--- src/hdl/hsd_pkg.sv ---
package hsd_pkg;

    // Field widths
    localparam int CW_W   = 63;
    localparam int DATA_W = 57;
    localparam int LEN_W  = 6;

    // Codeword length limits and reset value
    localparam logic [LEN_W-1:0] MIN_LEN   = 6'd3;
    localparam logic [LEN_W-1:0] RESET_LEN = 6'd7;

    // Depth of the queue between front and back
    localparam int QDEPTH = 2;

    // APB register map
    localparam int APB_AW = 3;
    localparam int APB_DW = 32;
    localparam logic REG_CW_LEN = 1'b0;   // word index of codeword_length

    // One classified, corrected codeword on its way to the back end
    typedef struct packed {
        logic [CW_W-1:0]  word;
        logic [LEN_W-1:0] count;
        logic [LEN_W-1:0] synd;
        logic             corrected;
        logic             bad;
    } t_hsd_entry;

    // Drop the power-of-two positions and pack the rest in ascending order
    function automatic logic [DATA_W-1:0] compact(input logic [CW_W-1:0] w);
        logic [DATA_W-1:0] d;
        int                k;
        d = '0;
        k = 0;
        for (int q = 1; q <= CW_W; q++) begin
            if ((q & (q - 1)) != 0) begin
                d[k[5:0]] = w[q-1];
                k++;
            end
        end
        return d;
    endfunction

endpackage

--- src/hdl/hsd_ifs.sv ---
interface hsd_in_if;
    logic                     valid;
    logic                     ready;
    logic [hsd_pkg::CW_W-1:0] codeword;

    modport source (output valid, output codeword, input ready);
    modport sink   (input valid, input codeword, output ready);
endinterface

interface hsd_out_if;
    logic                       valid;
    logic                       ready;
    logic [hsd_pkg::DATA_W-1:0] data_bits;
    logic [hsd_pkg::LEN_W-1:0]  data_count;
    logic [hsd_pkg::LEN_W-1:0]  syndrome;
    logic                       corrected;
    logic                       bad_syndrome;

    modport source (output valid, output data_bits, output data_count, output syndrome,
                    output corrected, output bad_syndrome, input ready);
    modport sink   (input valid, input data_bits, input data_count, input syndrome,
                    input corrected, input bad_syndrome, output ready);
endinterface

--- src/hdl/hsd_front.sv ---
module hsd_front #(
    parameter int MAX_CODEWORD_BITS = 63
) (
    input  logic [hsd_pkg::LEN_W-1:0] i_len,
    input  logic                      i_valid,
    input  logic [hsd_pkg::CW_W-1:0]  i_codeword,
    output logic                      o_ready,
    input  logic                      i_q_ready,
    output logic                      o_push,
    output hsd_pkg::t_hsd_entry       o_entry
);
    localparam logic [hsd_pkg::LEN_W-1:0] MAX_LEN = hsd_pkg::LEN_W'(MAX_CODEWORD_BITS);

    logic [hsd_pkg::LEN_W-1:0] n_len;
    logic [hsd_pkg::LEN_W-1:0] n_pow;
    logic [hsd_pkg::CW_W-1:0]  n_word;
    logic [hsd_pkg::LEN_W-1:0] n_synd;
    logic                      n_bad;
    logic                      n_fix;

    // Clamp the programmed length to the supported range
    always_comb begin
        n_len = i_len;
        if (n_len < hsd_pkg::MIN_LEN) n_len = hsd_pkg::MIN_LEN;
        if (n_len > MAX_LEN)          n_len = MAX_LEN;
        n_pow = 6'd2 + 6'(n_len >= 6'd4) + 6'(n_len >= 6'd8) + 6'(n_len >= 6'd16)
              + 6'(n_len >= 6'd32);
    end

    // Mask off positions beyond the length and form the syndrome
    always_comb begin
        for (int k = 0; k < hsd_pkg::CW_W; k++) begin
            n_word[k] = i_codeword[k] & (k < int'(n_len));
        end
        n_synd = '0;
        for (int q = 1; q <= hsd_pkg::CW_W; q++) begin
            if (n_word[q-1]) n_synd = n_synd ^ hsd_pkg::LEN_W'(q);
        end
        n_bad = n_synd > n_len;
        n_fix = (n_synd != '0) && !n_bad;
    end

    always_comb begin
        o_entry.word      = n_word;
        if (n_fix) o_entry.word[n_synd - 6'd1] = ~n_word[n_synd - 6'd1];
        o_entry.count     = n_len - n_pow;
        o_entry.synd      = n_synd;
        o_entry.corrected = n_fix;
        o_entry.bad       = n_bad;
    end

    assign o_ready = i_q_ready;
    assign o_push  = i_valid & i_q_ready;

endmodule

--- src/hdl/hsd_queue.sv ---
module hsd_queue #(
    parameter int DEPTH = 2
) (
    input  logic                i_clk,
    input  logic                i_rst_n,
    input  logic                i_push,
    input  hsd_pkg::t_hsd_entry i_entry,
    output logic                o_ready,
    input  logic                i_pop,
    output logic                o_valid,
    output hsd_pkg::t_hsd_entry o_entry
);
    localparam int PW = (DEPTH > 1) ? $clog2(DEPTH) : 1;
    localparam int CW = $clog2(DEPTH + 1);
    localparam logic [PW-1:0] LAST = PW'(DEPTH - 1);

    hsd_pkg::t_hsd_entry r_mem [DEPTH];
    logic [PW-1:0] r_wr, n_wr;
    logic [PW-1:0] r_rd, n_rd;
    logic [CW-1:0] r_cnt, n_cnt;

    always_comb begin
        n_wr  = r_wr;
        n_rd  = r_rd;
        n_cnt = r_cnt;
        if (i_push) n_wr = (r_wr == LAST) ? '0 : r_wr + 1'b1;
        if (i_pop)  n_rd = (r_rd == LAST) ? '0 : r_rd + 1'b1;
        if (i_push && !i_pop) n_cnt = r_cnt + 1'b1;
        if (!i_push && i_pop) n_cnt = r_cnt - 1'b1;
    end

    always_ff @(posedge i_clk) begin
        if (!i_rst_n) begin
            r_wr  <= '0;
            r_rd  <= '0;
            r_cnt <= '0;
        end else begin
            r_wr  <= n_wr;
            r_rd  <= n_rd;
            r_cnt <= n_cnt;
        end
    end

    always_ff @(posedge i_clk) begin
        if (i_push) r_mem[r_wr] <= i_entry;
    end

    assign o_ready = r_cnt != CW'(DEPTH);
    assign o_valid = r_cnt != '0;
    assign o_entry = r_mem[r_rd];

endmodule

--- src/hdl/hsd_back.sv ---
module hsd_back (
    input  logic                i_clk,
    input  logic                i_rst_n,
    input  logic                i_valid,
    input  hsd_pkg::t_hsd_entry i_entry,
    output logic                o_pop,
    hsd_out_if.source           o_res
);
    logic                       r_valid;
    logic [hsd_pkg::DATA_W-1:0] r_bits;
    logic [hsd_pkg::LEN_W-1:0]  r_count;
    logic [hsd_pkg::LEN_W-1:0]  r_synd;
    logic                       r_corr;
    logic                       r_bad;

    // Advance when the output slot is empty or being taken
    assign o_pop = i_valid & (!r_valid | o_res.ready);

    always_ff @(posedge i_clk) begin
        if (!i_rst_n) begin
            r_valid <= 1'b0;
        end else if (o_pop) begin
            r_valid <= 1'b1;
        end else if (o_res.ready) begin
            r_valid <= 1'b0;
        end
    end

    always_ff @(posedge i_clk) begin
        if (o_pop) begin
            r_bits  <= hsd_pkg::compact(i_entry.word);
            r_count <= i_entry.count;
            r_synd  <= i_entry.synd;
            r_corr  <= i_entry.corrected;
            r_bad   <= i_entry.bad;
        end
    end

    assign o_res.valid        = r_valid;
    assign o_res.data_bits    = r_bits;
    assign o_res.data_count   = r_count;
    assign o_res.syndrome     = r_synd;
    assign o_res.corrected    = r_corr;
    assign o_res.bad_syndrome = r_bad;

endmodule

--- src/hdl/hamming_sec_decoder_core.sv ---
// Channel  | Dir | Payload                                              | Handshake
// ---------+-----+------------------------------------------------------+------------
// i_cw     | in  | codeword[62:0]                                       | valid/ready
// o_res    | out | data_bits[56:0] data_count syndrome corrected bad_syn | valid/ready
// APB      | in  | codeword_length at byte address 0                    | psel/penable
//
// Throughput: one item per cycle unless o_res stalls; o_res.valid rises once the item
// has passed through the queue and the output register.
// The front end masks, forms the syndrome and corrects in the accept cycle; the
// result then passes through the two-entry queue and the output register.
// Reset (synchronous, i_rst_n low): queue and output empty, codeword_length = 7.
// i_cw.ready drops only when the queue is full; a stall on o_res backs up
// through the queue without losing an item.
module hamming_sec_decoder_core #(
    parameter int MAX_CODEWORD_BITS = 63
) (
    input  logic                         i_clk,
    input  logic                         i_rst_n,
    hsd_in_if.sink                       i_cw,
    hsd_out_if.source                    o_res,
    input  logic                         psel,
    input  logic                         penable,
    input  logic                         pwrite,
    input  logic [hsd_pkg::APB_AW-1:0]   paddr,
    input  logic [hsd_pkg::APB_DW-1:0]   pwdata,
    output logic [hsd_pkg::APB_DW-1:0]   prdata,
    output logic                         pready
);
    logic [hsd_pkg::LEN_W-1:0] r_len;
    logic                      cfg_sel;

    logic                      fe_push;
    logic                      q_ready;
    logic                      q_valid;
    logic                      q_pop;
    hsd_pkg::t_hsd_entry       fe_entry;
    hsd_pkg::t_hsd_entry       q_entry;

    // Configuration: word index comes from paddr[2]; other words are ignored
    assign cfg_sel = paddr[2] == hsd_pkg::REG_CW_LEN;
    assign pready  = 1'b1;
    assign prdata  = cfg_sel ? hsd_pkg::APB_DW'(r_len) : '0;

    always_ff @(posedge i_clk) begin
        if (!i_rst_n) begin
            r_len <= hsd_pkg::RESET_LEN;
        end else if (psel && penable && pwrite && pready && cfg_sel) begin
            r_len <= pwdata[hsd_pkg::LEN_W-1:0];
        end
    end

    // Front end: clamp length, build syndrome, flip the bad bit
    hsd_front #(
        .MAX_CODEWORD_BITS(MAX_CODEWORD_BITS)
    ) u_front (
        .i_len      (r_len),
        .i_valid    (i_cw.valid),
        .i_codeword (i_cw.codeword),
        .o_ready    (i_cw.ready),
        .i_q_ready  (q_ready),
        .o_push     (fe_push),
        .o_entry    (fe_entry)
    );

    // Decouple the two ends so each can stall on its own
    hsd_queue #(
        .DEPTH(hsd_pkg::QDEPTH)
    ) u_queue (
        .i_clk   (i_clk),
        .i_rst_n (i_rst_n),
        .i_push  (fe_push),
        .i_entry (fe_entry),
        .o_ready (q_ready),
        .i_pop   (q_pop),
        .o_valid (q_valid),
        .o_entry (q_entry)
    );

    // Back end: strip parity positions and hold the result until taken
    hsd_back u_back (
        .i_clk   (i_clk),
        .i_rst_n (i_rst_n),
        .i_valid (q_valid),
        .i_entry (q_entry),
        .o_pop   (q_pop),
        .o_res   (o_res)
    );

`ifndef NO_ASSERTIONS
    // A word is either corrected or flagged, never both
    a_corr_excl: assert property (@(posedge i_clk) disable iff (!i_rst_n)
        o_res.valid |-> !(o_res.corrected && o_res.bad_syndrome))
        else $error("corrected and bad_syndrome both set");

    // Any correction or flag needs a nonzero syndrome
    a_synd_nz: assert property (@(posedge i_clk) disable iff (!i_rst_n)
        (o_res.valid && (o_res.corrected || o_res.bad_syndrome)) |-> o_res.syndrome != '0)
        else $error("correction or flag with zero syndrome");

    // An accepted word reaches the queue, so the queue is not empty next cycle
    a_push_lands: assert property (@(posedge i_clk) disable iff (!i_rst_n)
        (i_cw.valid && i_cw.ready) |=> q_valid)
        else $error("accepted item missing from queue");
`endif

endmodule

--- src/flat_wrapper.sv ---
// flat-port wrapper written by rule: the top's interface ports become plain ports
module hamming_sec_decoder_core_flat 
#(
    parameter int MAX_CODEWORD_BITS = 63
)
  (i_clk, i_rst_n, psel, penable, pwrite, paddr, pwdata, prdata, pready, i_cw_valid, i_cw_codeword, i_cw_ready, o_res_valid, o_res_data_bits, o_res_data_count, o_res_syndrome, o_res_corrected, o_res_bad_syndrome, o_res_ready);
  hsd_in_if i_cw_i ();
  hsd_out_if o_res_i ();
  input  logic i_clk;
  input  logic i_rst_n;
  input  logic psel;
  input  logic penable;
  input  logic pwrite;
  input  logic [hsd_pkg::APB_AW-1:0] paddr;
  input  logic [hsd_pkg::APB_DW-1:0] pwdata;
  output logic [hsd_pkg::APB_DW-1:0] prdata;
  output logic pready;
  input wire logic [$bits(i_cw_i.valid)-1:0] i_cw_valid;
  input wire logic [$bits(i_cw_i.codeword)-1:0] i_cw_codeword;
  output wire logic [$bits(i_cw_i.ready)-1:0] i_cw_ready;
  output wire logic [$bits(o_res_i.valid)-1:0] o_res_valid;
  output wire logic [$bits(o_res_i.data_bits)-1:0] o_res_data_bits;
  output wire logic [$bits(o_res_i.data_count)-1:0] o_res_data_count;
  output wire logic [$bits(o_res_i.syndrome)-1:0] o_res_syndrome;
  output wire logic [$bits(o_res_i.corrected)-1:0] o_res_corrected;
  output wire logic [$bits(o_res_i.bad_syndrome)-1:0] o_res_bad_syndrome;
  input wire logic [$bits(o_res_i.ready)-1:0] o_res_ready;
  assign i_cw_i.valid = i_cw_valid;
  assign i_cw_i.codeword = i_cw_codeword;
  assign i_cw_ready = i_cw_i.ready;
  assign o_res_valid = o_res_i.valid;
  assign o_res_data_bits = o_res_i.data_bits;
  assign o_res_data_count = o_res_i.data_count;
  assign o_res_syndrome = o_res_i.syndrome;
  assign o_res_corrected = o_res_i.corrected;
  assign o_res_bad_syndrome = o_res_i.bad_syndrome;
  assign o_res_i.ready = o_res_ready;
  hamming_sec_decoder_core #(.MAX_CODEWORD_BITS(MAX_CODEWORD_BITS)) u_core (.i_clk(i_clk), .i_rst_n(i_rst_n), .i_cw(i_cw_i), .o_res(o_res_i), .psel(psel), .penable(penable), .pwrite(pwrite), .paddr(paddr), .pwdata(pwdata), .prdata(prdata), .pready(pready));
endmodule
--- config.mk ---
export PLATFORM = sky130hd
export DESIGN_NAME = hamming_sec_decoder_core_flat
export DESIGN_NICKNAME = d
export VERILOG_FILES = /design/src/hdl/hsd_pkg.sv /design/src/hdl/hsd_ifs.sv /design/src/hdl/hsd_front.sv /design/src/hdl/hsd_queue.sv /design/src/hdl/hsd_back.sv /design/src/hdl/hamming_sec_decoder_core.sv /design/src/flat_wrapper.sv
export SDC_FILE = /design/constraint.sdc
export NUM_CORES = 1
export LEC_CHECK = 0
export BUFFER_PORTS_ARGS = -buffer_cell sky130_fd_sc_hd__clkbuf_2
export CORE_ASPECT_RATIO = 1.25
export CORE_MARGIN = 3
export CORE_UTILIZATION = 55
export DETAILED_ROUTE_END_ITERATION = 10
export GPL_ROUTABILITY_DRIVEN = 0
export PLACE_DENSITY = 0.78
export SETUP_SLACK_MARGIN = 0.3
export SLEW_MARGIN = 25
export SYNTH_ARGS = -nofsm -noshare
export SYNTH_HDL_FRONTEND = slang
export SYNTH_SLANG_ARGS = --single-unit
--- constraint.sdc ---
create_clock -name i_clk -period 7.15 [get_ports i_clk]
set_input_delay 0.715 -clock i_clk [delete_from_list [all_inputs] [get_ports i_clk]]
set_output_delay 0.715 -clock i_clk [all_outputs]
set_load 0.02 [all_outputs]
==> results of run 1 <==
worst min-delay path by stage:
stage	start	slack, ps	to	depth (start not counted)
final	pwdata[1]	440	u_core.r_len[1]	3
after global placement	u_core.u_queue.r_cnt[1]	510	u_core.u_queue.r_cnt[1]	2
after floorplan	u_core.u_queue.r_cnt[1]	490	u_core.u_queue.r_cnt[1]	2
after CTS	pwdata[1]	430	u_core.r_len[1]	3
after detailed placement	u_core.u_queue.r_cnt[1]	530	u_core.u_queue.r_cnt[1]	2
after global routing	pwdata[0]	460	u_core.r_len[0]	3
per-layer routing:
metal | vias to the layer above | track usage (%) | share of wire (%)
met1 | 4581 | 32.6 | 38
met5 | - | 0 | 0
li1 | 4389 | - | -
met3 | 151 | 4.13 | 9.8
met2 | 616 | 39.8 | 46
met4 | 0 | 12.6 | 6.3
worst min-delay path, delay by kind of cell:
kind,cells,cell delay (ps)
buffers and inverters,1,70
multiplexers,1,50
AND/OR/NAND/NOR,1,60
placed cells by master (no fill, tap or decap), types with 25 or more instances in the layout:
cell type	netlist	layout
a21oi_1	51	51
nor2_1	61	59
xnor2_1	52	52
mux2i_1	56	56
o21ai_0	43	43
edfxtp_1	213	213
xor2_1	25	25
mux2_2	75	75
clkbuf_2	0	155
conb_1	2	27
nand2_1	110	110
where the power goes:
group	internal (mW)	total, mW	switching (mW)
clock network	0.535	0.966	0.431
registers	1.89	1.98	0.0878
logic	0.721	2.14	1.42
per-stage QoR:
step                      total power [mW]  setup slack [ps]  cell area [um^2]
after detailed placement              4.11               627             14200
after CTS                             5.08               621             14800
final                                 5.08               642             14800
after global placement                4.06               833             14200
after global routing                  5.35               425             14800
after floorplan                       3.56              1870             13500
layout make-up:
type | count | area, um^2
multi-input combinational | 804 | 6170
timing repair buffer | 177 | 941
tap | 325 | 407
sequential | 225 | 6640
fill | 1880 | 8970
clock inverter | 9 | 42.5
clock buffer | 25 | 541
inverter | 24 | 90.1
kinds of logic (layout without fill, tap and decap cells):
group           Yosys count  count (layout)
mux                     136             136
buf+inv                 119             235
compound gates          237             237
simple gates            285             285
flops                   225             225
fa+ha+maj                16              16
xor+xnor                103             103
other cells               2              27
sequential cells by signal, summed over array words and instances, names as in the netlist, named ones only:
register / flops
u_core.u_queue.r_wr: 1
u_core.u_back.o_res.valid: 1
u_core.u_back.o_res.syndrome: 6
u_core.u_queue.r_cnt: 2
u_core.r_len: 6
u_core.u_back.o_res.bad_syndrome: 1
u_core.u_queue.r_mem: 142
u_core.u_back.o_res.data_bits: 57
u_core.u_back.o_res.data_count: 6
u_core.u_queue.r_rd: 1
u_core.u_back.o_res.corrected: 1
==> run summary, run 1 <==
CTS HTree Levels = 1
Die Footprint = 0.0263 mm^2
Port Buffers = 155
Non-filler instance count after layout = 1589
Async S/R FF share, synth = 0%
Worst hold slack = 442 ps
Fin Clk Skew = 23.2 ps
Clock-pin transition on the worst setup and hold timing paths = 60 ps
ANT cells = 0
Num CTS Buffers = 20
Arrival time worst endpoint = 6680 ps
WP buf/inv = 2
Worst max-slew margin expressed relative to the limit = 35.6%
Number of synthesized register bits = 225
Final HPWL DP = 24800 um
Number of antenna violations at the first check in global routing = 0
Post-DR wirelength/cell = 21.1 um
Final setup violating endpoints = 0
Placeable Area = 0.0238 mm^2
Simple logic cell fraction of the synthesized area = 10.6%
Die width = 146 um
Max Clock Freq = 154 MHz
Latest clock arrival within the worst-skew pair = 500 ps
Worst setup path start = u_core.r_len[1]
Number of flops mapped to enable cells by yosys = 213
Number of maximum-capacitance violations = 0
Setup Total Neg Slack = 0 ps
Final number of hold-violating endpoints = 0
Worst-case vdd ir drop = 0.162 mV
Clock tree from TritonCTS = yes
Fin nets = 1372
Average size of a mapped cell = 11.9 um^2
Proportion of synthesized chip area in sequential cells = 49.6%
Multiplexer fraction of the synthesized cell area = 11.3%
Initial core utilization = 56.2%
Count of distinct cell types in the synthesized netlist = 98
Number of nets with antenna violations after detailed routing = 0
Number of placement rows = 63
Synthesized instance count = 1123
Vias in the first global route = 9100
Total number of vias = 9737
Xor and xnor area share after synthesis = 9.28%
Flop-to-flop setup slack = 640 ps
Area share of fa/ha/maj cells after synthesis = 1.59%
Crit-path max FO = 23
Summed instance area of the synthesized netlist = 0.0134 mm^2
Startpoint Class = register
DR pass1 iterations = 7
Req. time, crit path = 7320 ps
Slew at the pin closest to its max-slew limit = 966 ps
Post-synth top area cell = edfxtp_1
Remaining routing DRC violations = 0
Critical path endpoint = u_core.u_queue.r_mem[0][43]
Class of the most critical hold timing path = primary input to register
Clock Sinks = 225
R2r endpoint = u_core.u_queue.r_mem[0][43]
Element type at the critical path end = register
Overflow after GRT = 0
Portion of synthesized cell area occupied by the leading cell type = 47.8%
Largest delay share family, worst path = XOR/XNOR gates
Stages on the worst setup path = 15
Bufs on Longest Clock Path = 3
Most frequent cell after synthesis = edfxtp_1
Largest net degree at the start of global routing = 73
Reg-to-Reg Start = u_core.r_len[1]
Synth area leaders = edfxtp_1 48%, mux2_2 6.3%, mux2i_1 4.2%
Share of final-layout standard cells stronger than drive strength 1 = 26.5%
Via-per-instance ratio = 6.13
Worst Setup Path Type = register to register
Synth Flop Type = edfxtp_1
Final Util = 62.3%
Max Slew Vio Count = 0
Height of the die = 180 um
Unrepaired setup endpoints after global routing = false
Area added between synthesis and finish = 10.8%
Part of the cycle the worst path needs = 91.0%
Result of the run = completed
Number of warning messages in the yosys log = 0
Worst reg2reg path depth = 15
Ranking of synthesized cells by instance count = 213 x edfxtp_1, 110 x nand2_1, 75 x mux2_2
Power density cells = 343 mW/mm^2
Routed Wire Length = 33500 um
Critical Path, Cell by Cell = buf_4 > buf_4 > a211o_1 > a21oi_1 > nor2b_1 > xnor2_1 > xnor3_1 > xor2_1 > xor2_2 > ha_1 > xnor3_2 > xnor2_4 > mux4_2 > mux2i_1 > mux2i_1
Global routing usage summed across all routing layers = 24.7%
Compound-Gate Fraction of Synth Area = 12.4%
Critical Path Max Stage Delay = 660 ps
Iteration-0 DRC Markers = 942
Main combinational cell family by area after synthesis = compound AO/OA/AOI/OAI gates
Post-CTS setup buffers = 0
Clock root buffer = clkbuf_16
Minimum clock period after layout = 6510 ps
Standby leakage power = 5.81 nW
Io pins = 211
Total of cells resized after clock tree synthesis = 0
First-pass GRT wire length = 51400 um
Count of placed standard cells including taps = 1555
Hold bufs inserted after CTS = 0
Highest-delay cell along the critical path = dfxtp_1
No activity file was read; power rests on OpenSTA's default activity.
==> run 2: changes to the inputs <==
--- a/config.mk
+++ b/config.mk
@@ -5,13 +5,13 @@
 export SDC_FILE = /design/constraint.sdc
 export NUM_CORES = 1
 export LEC_CHECK = 0
-export BUFFER_PORTS_ARGS = -buffer_cell sky130_fd_sc_hd__clkbuf_2
 export CORE_ASPECT_RATIO = 1.25
 export CORE_MARGIN = 3
 export CORE_UTILIZATION = 55
 export DETAILED_ROUTE_END_ITERATION = 10
+export DONT_BUFFER_PORTS = 1
 export GPL_ROUTABILITY_DRIVEN = 0
-export PLACE_DENSITY = 0.78
+export PLACE_DENSITY = 0.7
 export SETUP_SLACK_MARGIN = 0.3
 export SLEW_MARGIN = 25
 export SYNTH_ARGS = -nofsm -noshare
==> run 2 against run 1 <==
Effect of this change: power is 1.3% lower; setup slack better by 130 ps; combinational power down 22%; clock skew shrank 17 ps; critical path depth unchanged; sequential power up 15%; global-route usage increased by 0.15 points; via count fell by 7.4%; design area decreased by 4.2%; core utilization shrank 2.6 points; critical endpoint is now u_core.u_queue.r_mem[0][41]; highest routed layer unchanged.
==> run summary, run 2 (synthesis results as in run 1) <==
Result of the run = completed
Clock tree from TritonCTS = yes
Largest register FFs = 142
Max Clock Freq = 157 MHz
Port Buffers = 0
Height of the die = 180 um
Most common cell after layout, fill and taps aside = edfxtp_1
Standby leakage power = 5.24 nW
Element type at the critical path end = register
Start point of the worst min-delay path = i_rst_n
Part of the cycle the worst path needs = 89.3%
Min-Delay Path Depth = 1
Initial core utilization = 56.2%
Setup Total Neg Slack = 0 ps
Worst max-slew margin expressed relative to the limit = 31.6%
Unrepaired setup endpoints after global routing = false
Reg-to-Reg Start = u_core.r_len[5]
Highest-delay cell along the critical path = dfxtp_2
Count of fill cells added during filler insertion = 1967
Clock Sinks = 225
Worst-case vdd ir drop = 0.339 mV
Arrival time worst endpoint = 6540 ps
CTS HTree Levels = 1
Clock root buffer = clkbuf_16
Number of antenna violations at the first check in global routing = 0
Largest net degree at the start of global routing = 73
Io pins = 211
Die Footprint = 0.0263 mm^2
Worst Setup Path Type = register to register
Post-DR wirelength/cell = 23.3 um
Largest Register = u_core.u_queue.r_mem
Startpoint Class = register
Library cell appearing most often on the critical path = xnor2_1
Crit-path max FO = 35
Placeable Area = 0.0238 mm^2
Number of maximum-capacitance violations = 0
Top library cells by usage in the layout, fill and taps aside = 213 x edfxtp_1, 110 x nand2_1, 75 x mux2_2
Multi-input gate area = 0.00617 mm^2
Die width = 146 um
ANT cells = 0
Slew at the pin closest to its max-slew limit = 1000 ps
Total of cells resized after clock tree synthesis = 0
Power density cells = 353 mW/mm^2
Iteration-0 DRC Markers = 736
Register Area = 0.00664 mm^2
Fin Clk Skew = 5.96 ps
Vias in the first global route = 8546
Final setup violating endpoints = 0
Num CTS Buffers = 23
Largest delay share family, worst path = XOR/XNOR gates
DR pass1 iterations = 5
Overflow after GRT = 0
Class of the most critical hold timing path = primary input to register
WP buf/inv = 1
R2r endpoint = u_core.u_queue.r_mem[0][41]
Fin nets = 1226
Remaining routing DRC violations = 0
Hold bufs inserted after CTS = 0
Via-per-instance ratio = 6.23
Routed Wire Length = 33700 um
Max Slew Vio Count = 0
First-pass GRT wire length = 51000 um
Area added between synthesis and finish = 6.11%
End point of the most critical hold path = u_core.r_len[0]
Total number of vias = 9012
Share of final-layout standard cells stronger than drive strength 1 = 16.9%
Post-CTS setup buffers = 0
Global routing usage summed across all routing layers = 24.9%
Number of placement rows = 63
Latest clock arrival within the worst-skew pair = 490 ps
Flop-to-flop setup slack = 770 ps
Number of nets with antenna violations after detailed routing = 0
Final HPWL DP = 24900 um
Req. time, crit path = 7310 ps
Clock-pin transition on the worst setup and hold timing paths = 60 ps
Overall power after layout = 5.02 mW
Final number of hold-violating endpoints = 0
Minimum clock period after layout = 6380 ps
Bufs on Longest Clock Path = 3
Critical Path, Cell by Cell = buf_4 > nand3_4 > a2111oi_0 > xnor2_1 > xnor2_1 > xnor2_1 > xnor2_1 > xnor2_1 > ha_1 > ha_1 > xnor3_2 > xnor2_4 > mux4_2 > mux2i_1 > mux2i_1
Critical Path Max Stage Delay = 870 ps
Worst reg2reg path depth = 15
==> run 2: metal layers <==
layer / GRT usage (%) / vias up / share of wire (%)
met5: 0 / - / 0
met4: 9.96 / 0 / 5.0
met3: 5.36 / 120 / 9.5
li1: - / 4113 / -
met2: 40.3 / 474 / 46
met1: 32.9 / 4305 / 39
==> run 2: area by class of cell <==
class	instances	area share, %
tap	325	2.86
multi-input combinational	804	43.4
inverter	24	0.634
clock inverter	9	0.484
sequential	225	46.8
clock buffer	31	4.26
timing repair buffer	28	1.57
==> run 2: worst max-delay path by stage <==
stage               slack, ps                     endpoint  cells after the start            start
finish                    770  u_core.u_queue.r_mem[0][41]                     15  u_core.r_len[5]
floorplan                1870  u_core.u_queue.r_mem[0][72]                     22  u_core.r_len[3]
global route              520  u_core.u_queue.r_mem[1][37]                     13  u_core.r_len[3]
global placement         1030  u_core.u_queue.r_mem[0][41]                     17  u_core.r_len[1]
CTS                       940  u_core.u_queue.r_mem[0][41]                     13  u_core.r_len[3]
detailed placement        930  u_core.u_queue.r_mem[0][41]                     13  u_core.r_len[3]
==> run 2: report_power, final <==
group | switching, mW | internal, mW | total (mW) | leakage, nW
combinational | 1.07 | 0.603 | 1.67 | 2.76
sequential | 0.358 | 1.91 | 2.27 | 2.15
clock | 0.446 | 0.627 | 1.07 | 0.325
total | 1.88 | 3.14 | 5.02 | 5.24
==> run 2: stage by stage <==
step           instances  cell area (um^2)  hold slack, ps  worst slack (ps)  utilization (%)
2_1_floorplan       1148             13500             491              1870                -
3_3_place_gp        1406             13500             514              1030             56.8
3_5_place_dp        1406             13500             529               930             56.8
4_1_cts             1446             14200             270               943             59.7
5_1_grt             1446             14200             273               517             59.7
6_report            1446             14200             284               768             59.7
